[config.mk]
export PLATFORM = sky130hd
export DESIGN_NAME = tcce_encode
export DESIGN_NICKNAME = d
export VERILOG_FILES = /design/src/rtl/core/tcce_pkg.sv /design/src/rtl/core/tcce_encode.sv
export SDC_FILE = /design/constraint.sdc
export NUM_CORES = 1
export LEC_CHECK = 0
export BUFFER_PORTS_ARGS = -buffer_cell sky130_fd_sc_hd__clkbuf_2
export CORE_ASPECT_RATIO = 1.25
export CORE_MARGIN = 4
export CORE_UTILIZATION = 65
export DETAILED_ROUTE_END_ITERATION = 7
export PLACE_DENSITY = 0.81
export SLEW_MARGIN = 20
export SYNTH_ARGS = -nofsm -noshare
export SYNTH_HDL_FRONTEND = slang
export SYNTH_SLANG_ARGS = --single-unit
export TNS_END_PERCENT = 50
[constraint.sdc]
create_clock -name clk -period 8 [get_ports clk]
set_input_delay 1.2 -clock clk [delete_from_list [all_inputs] [get_ports clk]]
set_output_delay 1.2 -clock clk [all_outputs]
set_load 0.005 [all_outputs]
[src/rtl/core/tcce_pkg.sv]
// Shared types and constants for the travel cost cell encoder.
// Used by every module of the block but tcce_ram; depends on nothing.
`timescale 1ns / 1ps

package tcce_pkg;

    localparam int CFG_IDX_W  = 2;
    localparam int CFG_DATA_W = 32;

    localparam logic [CFG_IDX_W-1:0] CFG_DURATION_MODE = 2'd0;
    localparam logic [CFG_IDX_W-1:0] CFG_CAP_ENABLE    = 2'd1;
    localparam logic [CFG_IDX_W-1:0] CFG_CAP_LIMIT     = 2'd2;
    localparam logic [CFG_IDX_W-1:0] CFG_TABLE_ENTRIES = 2'd3;

    localparam logic MODE_LOAD   = 1'b0;
    localparam logic MODE_SAMPLE = 1'b1;

    localparam logic [30:0] COST_INVALID       = 31'h7FFF_FFFF;
    localparam logic [31:0] OFFSET_INVALID     = 32'h7FFF_FFFF;
    localparam logic [15:0] CODE_MAX_REACHABLE = 16'd65534;
    localparam logic [15:0] CODE_UNREACHABLE   = 16'd65535;

    // Reciprocal of ten for a 32-bit dividend: q = (t * RECIP_TEN) >> RECIP_SHIFT.
    localparam logic [31:0] RECIP_TEN   = 32'hCCCC_CCCD;
    localparam int          RECIP_SHIFT = 35;

    typedef enum logic [2:0] {
        CLASS_MAPPED         = 3'd0,
        CLASS_NO_CANDIDATE   = 3'd1,
        CLASS_NONE_REACHABLE = 3'd2,
        CLASS_SUM_INVALID    = 3'd3,
        CLASS_CAPPED         = 3'd4,
        CLASS_NODE_ERROR     = 3'd5
    } sample_class_t;

    typedef struct packed {
        logic               mode;
        logic [15:0]        load_index;
        logic [30:0]        load_cost;
        logic               fwd_present;
        logic [31:0]        fwd_node;
        logic               fwd_offset_ok;
        logic signed [31:0] fwd_offset;
        logic               rev_present;
        logic [31:0]        rev_node;
        logic               rev_offset_ok;
        logic signed [31:0] rev_offset;
    } item_t;

    typedef struct packed {
        logic [15:0]   cell_code;
        sample_class_t sample_class;
        logic [30:0]   best_cost;
    } result_t;

    // One candidate after the input stage, aligned with its table read.
    typedef struct packed {
        logic               present;
        logic               node_err;
        logic               offset_ok;
        logic signed [31:0] offset;
    } cand_t;

    // Chosen cost and class, handed from selection to encoding.
    typedef struct packed {
        logic          valid;
        logic [30:0]   best;
        sample_class_t cls;
    } pick_t;

endpackage

[src/rtl/core/tcce_encode.sv]
// Cost to cell code conversion: divide by ten with round-half-to-even in duration mode, clip.
// Depends on tcce_pkg; two pipeline stages (multiply, then round and clip).
`timescale 1ns / 1ps

module tcce_encode
    import tcce_pkg::*;
(
    input  logic    clk,
    input  logic    rst_n,
    input  pick_t   pick,
    input  logic    duration_mode,
    output logic    result_valid,
    output result_t result
);

    logic [63:0]   prod;
    logic          s4_valid_reg;
    logic [27:0]   s4_quot_reg;
    logic [30:0]   s4_best_reg;
    sample_class_t s4_cls_reg;

    logic [31:0] ten_q;
    logic [31:0] rem;
    logic        round_up;
    logic [28:0] quot_rounded;
    logic [30:0] value;
    logic [15:0] code;

    logic    result_valid_reg;
    result_t result_reg;

    assign prod = {32'd0, 1'b0, pick.best} * {32'd0, RECIP_TEN};

    always_ff @(posedge clk or negedge rst_n)
    begin
        if (!rst_n)
        begin
            s4_valid_reg <= 1'b0;
        end
        else
        begin
            s4_valid_reg <= pick.valid;
        end
    end

    always_ff @(posedge clk)
    begin
        s4_quot_reg <= prod[RECIP_SHIFT+27:RECIP_SHIFT];
        s4_best_reg <= pick.best;
        s4_cls_reg  <= pick.cls;
    end

    always_comb
    begin
        ten_q        = 32'({s4_quot_reg, 3'b000}) + 32'({s4_quot_reg, 1'b0});
        rem          = {1'b0, s4_best_reg} - ten_q;
        round_up     = (rem[3:0] > 4'd5) || ((rem[3:0] == 4'd5) && s4_quot_reg[0]);
        quot_rounded = {1'b0, s4_quot_reg} + {28'd0, round_up};
        value        = duration_mode ? {2'b00, quot_rounded} : s4_best_reg;
        if (s4_cls_reg != CLASS_MAPPED)
        begin
            code = CODE_UNREACHABLE;
        end
        else if (value > {15'd0, CODE_MAX_REACHABLE})
        begin
            code = CODE_MAX_REACHABLE;
        end
        else
        begin
            code = value[15:0];
        end
    end

    always_ff @(posedge clk or negedge rst_n)
    begin
        if (!rst_n)
        begin
            result_valid_reg <= 1'b0;
        end
        else
        begin
            result_valid_reg <= s4_valid_reg;
        end
    end

    always_ff @(posedge clk)
    begin
        result_reg.cell_code    <= code;
        result_reg.sample_class <= s4_cls_reg;
        result_reg.best_cost    <= s4_best_reg;
    end

    assign result_valid = result_valid_reg;
    assign result       = result_reg;

endmodule

==> impl_metrics.csv <==
group,metric,value,unit
sta,relSlewSlack,0.457,
worst_hold_path,hold_path.class,"reg -> reg",
grt,grt_pass1_vias,13500,
grt,grt_busiest_layer,"met2",
run_status,status,"finished, violations left",
sta,post-route-period-util,0.970,
synth,synth.yosys.seq_area_share,0.148,
final_layout,largest_reg_flops,50,
critical_path,cp_max_fo,4,
die,initial_core_util,0.668,
final_layout,diodes,0,
grt,overflow,0,
critical_path,cp.arrival,8000,ps
synth,syn_area,15500,um^2
synth,syn_inst,1555,
synth,yosys_warnings,0,
synth,synth_edf_count,0,
critical_path,crit_path_end_kind,"flip-flop",
sta,skew,9.36,ps
synth,synth.most_common_cell,"inv_1",
final_layout,nets,2380,
die,row_count,62,
sta,whs,353,ps
route,num_vias,12200,
synth,yosys-top-cells-count,"inv_1 (360), ha_1 (307), fa_1 (228), dfxtp_1 (112), nand2_1 (79)",
sta,setup_ws,236,ps
flow_run,cap_violations,0,
grt,met1_usage,0.373,
grt,grt_pass1_wl,70700,um
die,die_area,26400,um^2
cts,cts.sinks,114,
run_status,violations,"design-rule violations",
synth,synth_area_per_cell,9.96,um^2
placement,port_buffers,88,
cts,clk_latency,410,ps
synth,synth-main-ff-cell,"dfxtp_1",
synth,async_flop_share,0.0175,
critical_path,setup.worst_path.start_class,"input pin",
final_layout,drive_gt1_frac,0.175,
cts,cts-htree-levels,4,
critical_path,cp.required,8230,ps
route,ant_nets,0,
placement,place_ws,-244,ps
synth,synth_top_cells_by_area,"fa_1 (29%), ha_1 (25%), dfxtp_1 (14%), inv_1 (8.7%), xnor2_1 (2.4%)",
route,drt_iter0_markers,675,
route,vias_per_cell,5.78,
sta,worst_slew_pin_slew,795,ps
final_layout,syn_to_final_growth,16.7,%
route,drcViolationCount,1,
route,routed_wl,44700,um
grt,grtUsageTotal,0.348,
die,io_pins,89,
cts,cts_buffers,17,
grt,grt_use_met3,0.0377,
grt,antenna_found_initial,0,
final_layout,post-route-util,0.779,
sta,hold_violations,0,
cts,cts_buffer_depth,2,
cts,cts-root-buf,"clkbuf_16",
sta,fmax,129,MHz
cts,clkTransAtPathRegs,60,ps
route,wl_per_cell,21.2,um
die,fp.dieW,146,um
synth,yosys.area.top_type,"fa_1",
sta,slew_viol_final,0,
synth,ys_ff_latch,114,
cts,cts_tree,"built",
route,drtPass1Iterations,7,
die,die_h,181,um
placement,gp_congestion,1.03,
sta,fin_crit,7760,ps
grt,met2_usage,0.652,
synth,synth_nets,2128,
synth,synth_top_cell_area_share,0.295,
die,fp.coreArea,23200,um^2
grt,grt_max_degree,40,
placement,dp_hpwl,39500,um
synth,ys_types,71,
sta,finalSetupViolCount,0,
critical_path,crit_type,"in -> reg",
==> layout make-up <==
class	instances	area, um^2
Clock buffer	18	439
Clock inverter	14	145
Fill cell	1507	5120
Inverter	360	1350
Multi-Input combinational cell	1065	11800
Sequential cell	114	2290
Tap cell	288	360
Timing Repair Buffer	249	1650
==> worst paths after layout <==
kind / to / slack [ps] / depth (start not counted) / from
worst min register to register: result[21]$_DFF_P_ / 350 / 0 / s4_best_reg[21]$_DFF_P_
worst min-delay path: result[21]$_DFF_P_ / 350 / 0 / s4_best_reg[21]$_DFF_P_
worst max-delay path: s4_quot_reg[27]$_DFF_P_ / 240 / 27 / pick[11]
worst max register to register: result[38]$_SDFF_PP1_ / 3480 / 18 / s4_best_reg[0]$_DFF_P_
max in group asynchronous: result_valid$_DFF_PN0_ / 7340 / 1 / rst_n
min in group asynchronous: s4_valid_reg$_DFF_PN0_ / 560 / 1 / rst_n
==> cell families (layout without fill, tap and decap cells) <==
family                     after synthesis  after routing  share of synthesized area
and+or+nand+nor                        238            238                     0.0815
AOI/OAI and AO/OA                      214            214                     0.0905
adders and majority gates              535            535                      0.543
buffers and inverters                  376            641                     0.0925
xor gates and xnor gates                72             72                     0.0407
DFF                                    114            114                      0.148
muxes                                    6              6                    0.00404
==> cell usage in the layout, fill, tap and decap left out, types with 17 or more instances in the layout <==
cell type,Yosys,layout
nor2_1,29,29
nand2_1,79,79
a21o_1,37,37
ha_1,307,304
fa_1,228,225
buf_4,1,161
clkbuf_16,0,17
a21oi_1,58,57
nand3_1,27,27
dfxtp_1,112,112
clkbuf_2,0,88
o21ai_0,39,39
xor2_1,29,29
inv_1,360,359
xnor2_1,43,43
==> worst max-delay path, cell delays in order <==
cell and delay, ps:
clkbuf_2 100, buf_4 150, ha_1 290, inv_1 60, fa_1 480, inv_1 110
fa_2 620, inv_1 80, fa_1 450, fa_1 490, inv_1 50, fa_1 470
fa_1 580, inv_1 70, fa_1 510, inv_1 40, ha_1 280, nand4_1 190
nor4_1 340, a21boi_2 200, o311ai_1 100, and3_1 230, a21o_1 230, a21oi_2 220
buf_4 170, a311o_1 160, o211ai_1 110
==> timing repair <==
| item | 4_1_cts | 5_1_grt |
|---|---|---|
| resized for setup | 0 | 19 |
| setup buffers | 0 | 1 |
| endpoints found under the setup margin | 0 | 11 |
| hold buffers | 0 | 0 |
==> layer usage <==
metal | routed length, um | share of wire
met5 | 0 | 0
met2 | 24000 | 0.54
met3 | 1790 | 0.040
met1 | 15700 | 0.35
met4 | 3120 | 0.070
==> stage by stage <==
| stage | cells | area [um^2] | setup TNS [ps] |
|---|---|---|---|
| after floorplan | 1555 | 15500 | 0 |
| after global placement | 2075 | 17400 | -1530 |
| after detailed placement | 2075 | 17400 | -2010 |
| after CTS | 2107 | 18000 | 0 |
| after global routing | 2108 | 18100 | -131 |
| final | 2108 | 18100 | 0 |
Power is not shown: default switching activity piles up to over one toggle a cycle in this logic, so the estimate is an artifact.
