===== config.mk =====
export PLATFORM = sky130hd
export DESIGN_NAME = tcce_select
export DESIGN_NICKNAME = d
export VERILOG_FILES = /design/src/rtl/core/tcce_pkg.sv /design/src/rtl/core/tcce_select.sv
export SDC_FILE = /design/constraint.sdc
export NUM_CORES = 1
export LEC_CHECK = 0
export BUFFER_PORTS_ARGS = -buffer_cell sky130_fd_sc_hd__buf_2
export CAP_MARGIN = 10
export CELL_PAD_IN_SITES_DETAIL_PLACEMENT = 0
export CELL_PAD_IN_SITES_GLOBAL_PLACEMENT = 1
export CORE_ASPECT_RATIO = 0.75
export CORE_UTILIZATION = 44
export DETAILED_ROUTE_END_ITERATION = 8
export GPL_ROUTABILITY_DRIVEN = 0
export PLACE_DENSITY = 0.93
export SYNTH_ARGS = -nofsm -noshare
export SYNTH_HDL_FRONTEND = slang
export SYNTH_SLANG_ARGS = --single-unit

===== constraint.sdc =====
create_clock -name clk -period 8.2 [get_ports clk]
set_clock_uncertainty 0.2 [all_clocks]
set_input_delay 0.41 -clock clk [delete_from_list [all_inputs] [get_ports clk]]
set_output_delay 0.41 -clock clk [all_outputs]
set_load 0.02 [all_outputs]

===== src/rtl/core/tcce_pkg.sv =====
// Shared types and constants for the travel cost cell encoder.
// Used by every module of the block but tcce_ram; depends on nothing.
`timescale 1ns / 1ps

package tcce_pkg;

    localparam int CFG_IDX_W  = 2;
    localparam int CFG_DATA_W = 32;

    localparam logic [CFG_IDX_W-1:0] CFG_DURATION_MODE = 2'd0;
    localparam logic [CFG_IDX_W-1:0] CFG_CAP_ENABLE    = 2'd1;
    localparam logic [CFG_IDX_W-1:0] CFG_CAP_LIMIT     = 2'd2;
    localparam logic [CFG_IDX_W-1:0] CFG_TABLE_ENTRIES = 2'd3;

    localparam logic MODE_LOAD   = 1'b0;
    localparam logic MODE_SAMPLE = 1'b1;

    localparam logic [30:0] COST_INVALID       = 31'h7FFF_FFFF;
    localparam logic [31:0] OFFSET_INVALID     = 32'h7FFF_FFFF;
    localparam logic [15:0] CODE_MAX_REACHABLE = 16'd65534;
    localparam logic [15:0] CODE_UNREACHABLE   = 16'd65535;

    // Reciprocal of ten for a 32-bit dividend: q = (t * RECIP_TEN) >> RECIP_SHIFT.
    localparam logic [31:0] RECIP_TEN   = 32'hCCCC_CCCD;
    localparam int          RECIP_SHIFT = 35;

    typedef enum logic [2:0] {
        CLASS_MAPPED         = 3'd0,
        CLASS_NO_CANDIDATE   = 3'd1,
        CLASS_NONE_REACHABLE = 3'd2,
        CLASS_SUM_INVALID    = 3'd3,
        CLASS_CAPPED         = 3'd4,
        CLASS_NODE_ERROR     = 3'd5
    } sample_class_t;

    typedef struct packed {
        logic               mode;
        logic [15:0]        load_index;
        logic [30:0]        load_cost;
        logic               fwd_present;
        logic [31:0]        fwd_node;
        logic               fwd_offset_ok;
        logic signed [31:0] fwd_offset;
        logic               rev_present;
        logic [31:0]        rev_node;
        logic               rev_offset_ok;
        logic signed [31:0] rev_offset;
    } item_t;

    typedef struct packed {
        logic [15:0]   cell_code;
        sample_class_t sample_class;
        logic [30:0]   best_cost;
    } result_t;

    // One candidate after the input stage, aligned with its table read.
    typedef struct packed {
        logic               present;
        logic               node_err;
        logic               offset_ok;
        logic signed [31:0] offset;
    } cand_t;

    // Chosen cost and class, handed from selection to encoding.
    typedef struct packed {
        logic          valid;
        logic [30:0]   best;
        sample_class_t cls;
    } pick_t;

endpackage


===== src/rtl/core/tcce_select.sv =====
// Candidate sums, validity, minimum and class decision (two pipeline stages).
// Depends on tcce_pkg.
`timescale 1ns / 1ps

module tcce_select
    import tcce_pkg::*;
(
    input  logic        clk,
    input  logic        rst_n,
    input  logic        s1_valid,
    input  cand_t       fwd,
    input  cand_t       rev,
    input  logic [30:0] fwd_cost,
    input  logic [30:0] rev_cost,
    input  logic        cap_enable,
    input  logic [30:0] cap_limit,
    output pick_t       pick
);

    typedef struct packed {
        logic        reach;
        logic        ok;
        logic        over_cap;
        logic [30:0] sum;
    } cand_sum_t;

    function automatic cand_sum_t eval_cand(cand_t c, logic [30:0] cost, logic [30:0] cap);
        cand_sum_t  r;
        logic [32:0] total;
        begin
            // Two's complement add of the unsigned cost and the signed offset.
            total      = {2'b00, cost} + {c.offset[31], c.offset};
            r.reach    = c.present && !c.node_err && (cost != COST_INVALID) && c.offset_ok;
            r.ok       = r.reach && (c.offset != OFFSET_INVALID) && !total[32]
                         && (total[31:0] < {1'b0, COST_INVALID});
            r.sum      = total[30:0];
            r.over_cap = total[30:0] > cap;
            return r;
        end
    endfunction

    cand_sum_t  fwd_sum;
    cand_sum_t  rev_sum;
    logic       s2_valid_reg;
    cand_sum_t  s2_fwd_reg;
    cand_sum_t  s2_rev_reg;
    logic       s2_present_reg;
    logic       s2_node_err_reg;

    logic          take_fwd;
    logic          best_ok;
    logic [30:0]   best_sum;
    logic          best_over;
    sample_class_t cls_next;
    logic [30:0]   best_next;
    logic          pick_valid_reg;
    logic [30:0]   pick_best_reg;
    sample_class_t pick_cls_reg;

    assign fwd_sum = eval_cand(fwd, fwd_cost, cap_limit);
    assign rev_sum = eval_cand(rev, rev_cost, cap_limit);

    always_ff @(posedge clk or negedge rst_n)
    begin
        if (!rst_n)
        begin
            s2_valid_reg <= 1'b0;
        end
        else
        begin
            s2_valid_reg <= s1_valid;
        end
    end

    always_ff @(posedge clk)
    begin
        s2_fwd_reg      <= fwd_sum;
        s2_rev_reg      <= rev_sum;
        s2_present_reg  <= fwd.present || rev.present;
        s2_node_err_reg <= fwd.node_err || rev.node_err;
    end

    always_comb
    begin
        take_fwd  = s2_fwd_reg.ok && (!s2_rev_reg.ok || (s2_fwd_reg.sum <= s2_rev_reg.sum));
        best_ok   = s2_fwd_reg.ok || s2_rev_reg.ok;
        best_sum  = take_fwd ? s2_fwd_reg.sum : s2_rev_reg.sum;
        best_over = take_fwd ? s2_fwd_reg.over_cap : s2_rev_reg.over_cap;
        best_next = best_ok ? best_sum : COST_INVALID;
        if (s2_node_err_reg)
        begin
            cls_next  = CLASS_NODE_ERROR;
            best_next = COST_INVALID;
        end
        else if (best_ok)
        begin
            cls_next = (cap_enable && best_over) ? CLASS_CAPPED : CLASS_MAPPED;
        end
        else if (!s2_present_reg)
        begin
            cls_next = CLASS_NO_CANDIDATE;
        end
        else if (!(s2_fwd_reg.reach || s2_rev_reg.reach))
        begin
            cls_next = CLASS_NONE_REACHABLE;
        end
        else
        begin
            cls_next = CLASS_SUM_INVALID;
        end
    end

    always_ff @(posedge clk or negedge rst_n)
    begin
        if (!rst_n)
        begin
            pick_valid_reg <= 1'b0;
        end
        else
        begin
            pick_valid_reg <= s2_valid_reg;
        end
    end

    always_ff @(posedge clk)
    begin
        pick_best_reg <= best_next;
        pick_cls_reg  <= cls_next;
    end

    assign pick = {pick_valid_reg, pick_best_reg, pick_cls_reg};

endmodule


==> out/results.tsv <==
metric	value	unit
Clock Path Buffers	2	
CTS tree	built	
Synth top area share	24.16	%
critical path class	input pin to flip-flop	
EDFF count, synth	0	
hpwl dp	22960	um
internal power	0.001131	W
Gate Count Post-Synth	994	
Site Rows	43	
Sw Share	38.48	%
Worst path slowest cell	or4b_4	
WP depth	20	
Critical R2R Capture	pick_best_reg[29]$_SDFF_PP1_	
num ports	202	
vias in the first global route	7745	
Final Non-Filler Cells	1445	
CP bufs+invs	1	
DR iter-0 viols	592	
register area share after synthesis	24.75	%
Seq pwr share	35.0	%
final hold slack	82.62	ps
total wire length	26460	um
Pwr Density	181.0	nW/um^2
CP peak stage delay	600	ps
Core Box Area	18830	um^2
slew margin rel.	23.94	%
final worst slack	3913	ps
most frequent CP cell	a21oi_1	
Min Clock Period, post-route	4287	ps
Fin. Hold Viols	0	
worst hold path depth	2	
RSZ-0062 raised after global routing	no	
Total Power	0.001839	W
Root Buffer	clkbuf_16	
Total GRT Usage	26.56	%
total CTS buffers	9	
Post-CTS Setup Bufs	0	
TritonRoute pass-1 iters	4	
placed cells	1428	
commonest non-fill, non-tap cell in the layout	buf_2	
Worst Hold Class	input pin to flip-flop	
Top FF cell, synth	dfxtp_1	
fmax	233.2	MHz
Layout Nets	1518	
die area	20150	um^2
worst path cell trace	buf_2, ha_1, nand2_2, o21a_4, o21ai_2, a31oi_1, or4b_4, a31oi_4, xor2_2, ha_1, a21oi_1, nor2b_1, o21ai_0, nand2b_1, a21oi_1, nor2b_1, o21ai_0, nand2b_1, a221oi_1, a21oi_1	
drt wl/cell	18.31	um
via count	8283	
Die Height	123.2	um
global-route wire length before repair	41320	um
ys async rst share	1.887	%
post-route setup TNS	0	ps
main area contributors after synthesis	dfxtp_1 (24%), ha_1 (23%), a21oi_1 (4.6%), nand4_1 (4.5%), a21o_1 (3.8%)	
fin crit share	52.28	%
Layout area overhead	17.93	%
Comb pwr share	42.7	%
peak supply drop	128.1	uV
post-place setup slack	3711	ps
RR Startpoint	s2_rev_reg[1]$_DFF_P_	
Switch Pwr	0.0007075	W
hold_sp	rev[33]	
largest net degree at the start of global routing	34	
Arr. time, crit path	4320	ps
Initial Util	45.75	%
H-tree Lvls	3	
Worst Tran Pin Value	1140	ps
layout cells sized above 1	20.45	%
initial antenna violation count	0	
reg-to-reg setup timing slack	4820	ps
final number of max-transition violations	0	
total grt overflow	0	
DRC Markers	0	
mean post-synth cell area	8.668	um^2
endpoints failing setup	0	
leading area contributor after synthesis	dfxtp_1	
Post-Syn Area	8616	um^2
syn_nets	1318	
synth unique cells	79	
FF-to-FF path depth	13	
Max-Cap Viols	0	
CP Max Fanout	7	
CP top delay family	compound AO/OA/AOI/OAI gates	
Hold Path Sink	s2_node_err_reg$_DFF_P_	
Clock transition at path regs	70	ps
number of diodes	0	
Clk Latency, worst-skew pair	350	ps
PortBufs	201	
Routed Antenna Nets	0	
clock network power share	22.3	%
Die Wd	163.6	um
leakage power	5.057	nW
outcome	finished, final reports clean	
Startpoint Class	input pin	
via density per instance	5.732	
Seq cells post-synth	106	
CP Capture Type	flip-flop	
most frequent cells in the layout	buf_2 (201), ha_1 (155), dfxtp_1 (104)	
fillers	1825	
TritonCTS Sinks	106	
synth warn	0	
Req. time, crit path	8230	ps
per-layer routing:
layer,GRT usage (%),up-vias,routed length (um)
met5,0,-,0
met4,5.440,0,310
met3,4.059,23,2068
met2,40.28,331,10800
met1,39.42,3828,13270
li1,-,4101,-
cells by family after synthesis:
logic type	after synthesis	synth area share [%]
muxes	31	3.616
DFF	106	24.75
adders and majority gates	157	22.97
and+or+nand+nor	287	17.83
xor gates and xnor gates	57	5.882
AOI/OAI and AO/OA	265	20.71
buffers and inverters	91	4.240
through the flow:
stage / util (%) / instance area, um^2
floorplan: - / 8616
global placement: 52.39 / 9864
detailed placement: 52.39 / 9864
CTS: 53.96 / 10160
global route: 53.96 / 10160
finish: 53.96 / 10160
layout make-up:
cell class	count	area, um^2	share of cell area, %
multi-input cells	797	6121	60.24
clock buffers	9	225.2	2.216
repair buffers	205	1041	10.25
flip-flops and latches	106	2132	20.98
inverters	75	281.5	2.771
clock inverters	6	51.30	0.5049
well taps	247	309.0	3.041
how the worst max path moves through the flow:
stage	end	startpoint	slack, ps
floorplan	s2_fwd_reg[31]$_DFF_P_	fwd[0]	4300
global route	s2_fwd_reg[31]$_DFF_P_	fwd[0]	3760
finish	s2_fwd_reg[31]$_DFF_P_	fwd[4]	3910
CTS	s2_fwd_reg[31]$_DFF_P_	fwd[4]	4010
detailed placement	s2_fwd_reg[31]$_DFF_P_	fwd_cost[4]	3710
global placement	s2_fwd_reg[31]$_DFF_P_	fwd[7]	3840
cell usage after synthesis (10+ instances only):
cell type and count:
nand2b_1 11, nand3_1 18, o21a_1 13, xor2_1 26
a21oi_1 79, o21ai_0 37, and4_1 10, inv_1 74
a21o_1 44, nor2_1 45, nand2_1 73, nand4_1 62
xnor2_1 30, a211oi_1 12, ha_1 155, nor2b_1 14
nor4_1 15, mux2i_1 30, dfxtp_1 104
power by group through the flow:
stage	registers, W	clock network [W]	logic (W)
floorplan	0.000638	0	0.000530
global placement	0.000652	0	0.000749
detailed placement	0.000654	0	0.000763
CTS	0.000642	0.000417	0.000771
global route	0.000651	0.000436	0.000873
finish	0.000644	0.000409	0.000786
repair_timing:
action,in CTS,in global routing
hold buffers,2,0
resized for setup,0,0
endpoints found under the hold margin,3,0
(Power assumes the default switching activity.)
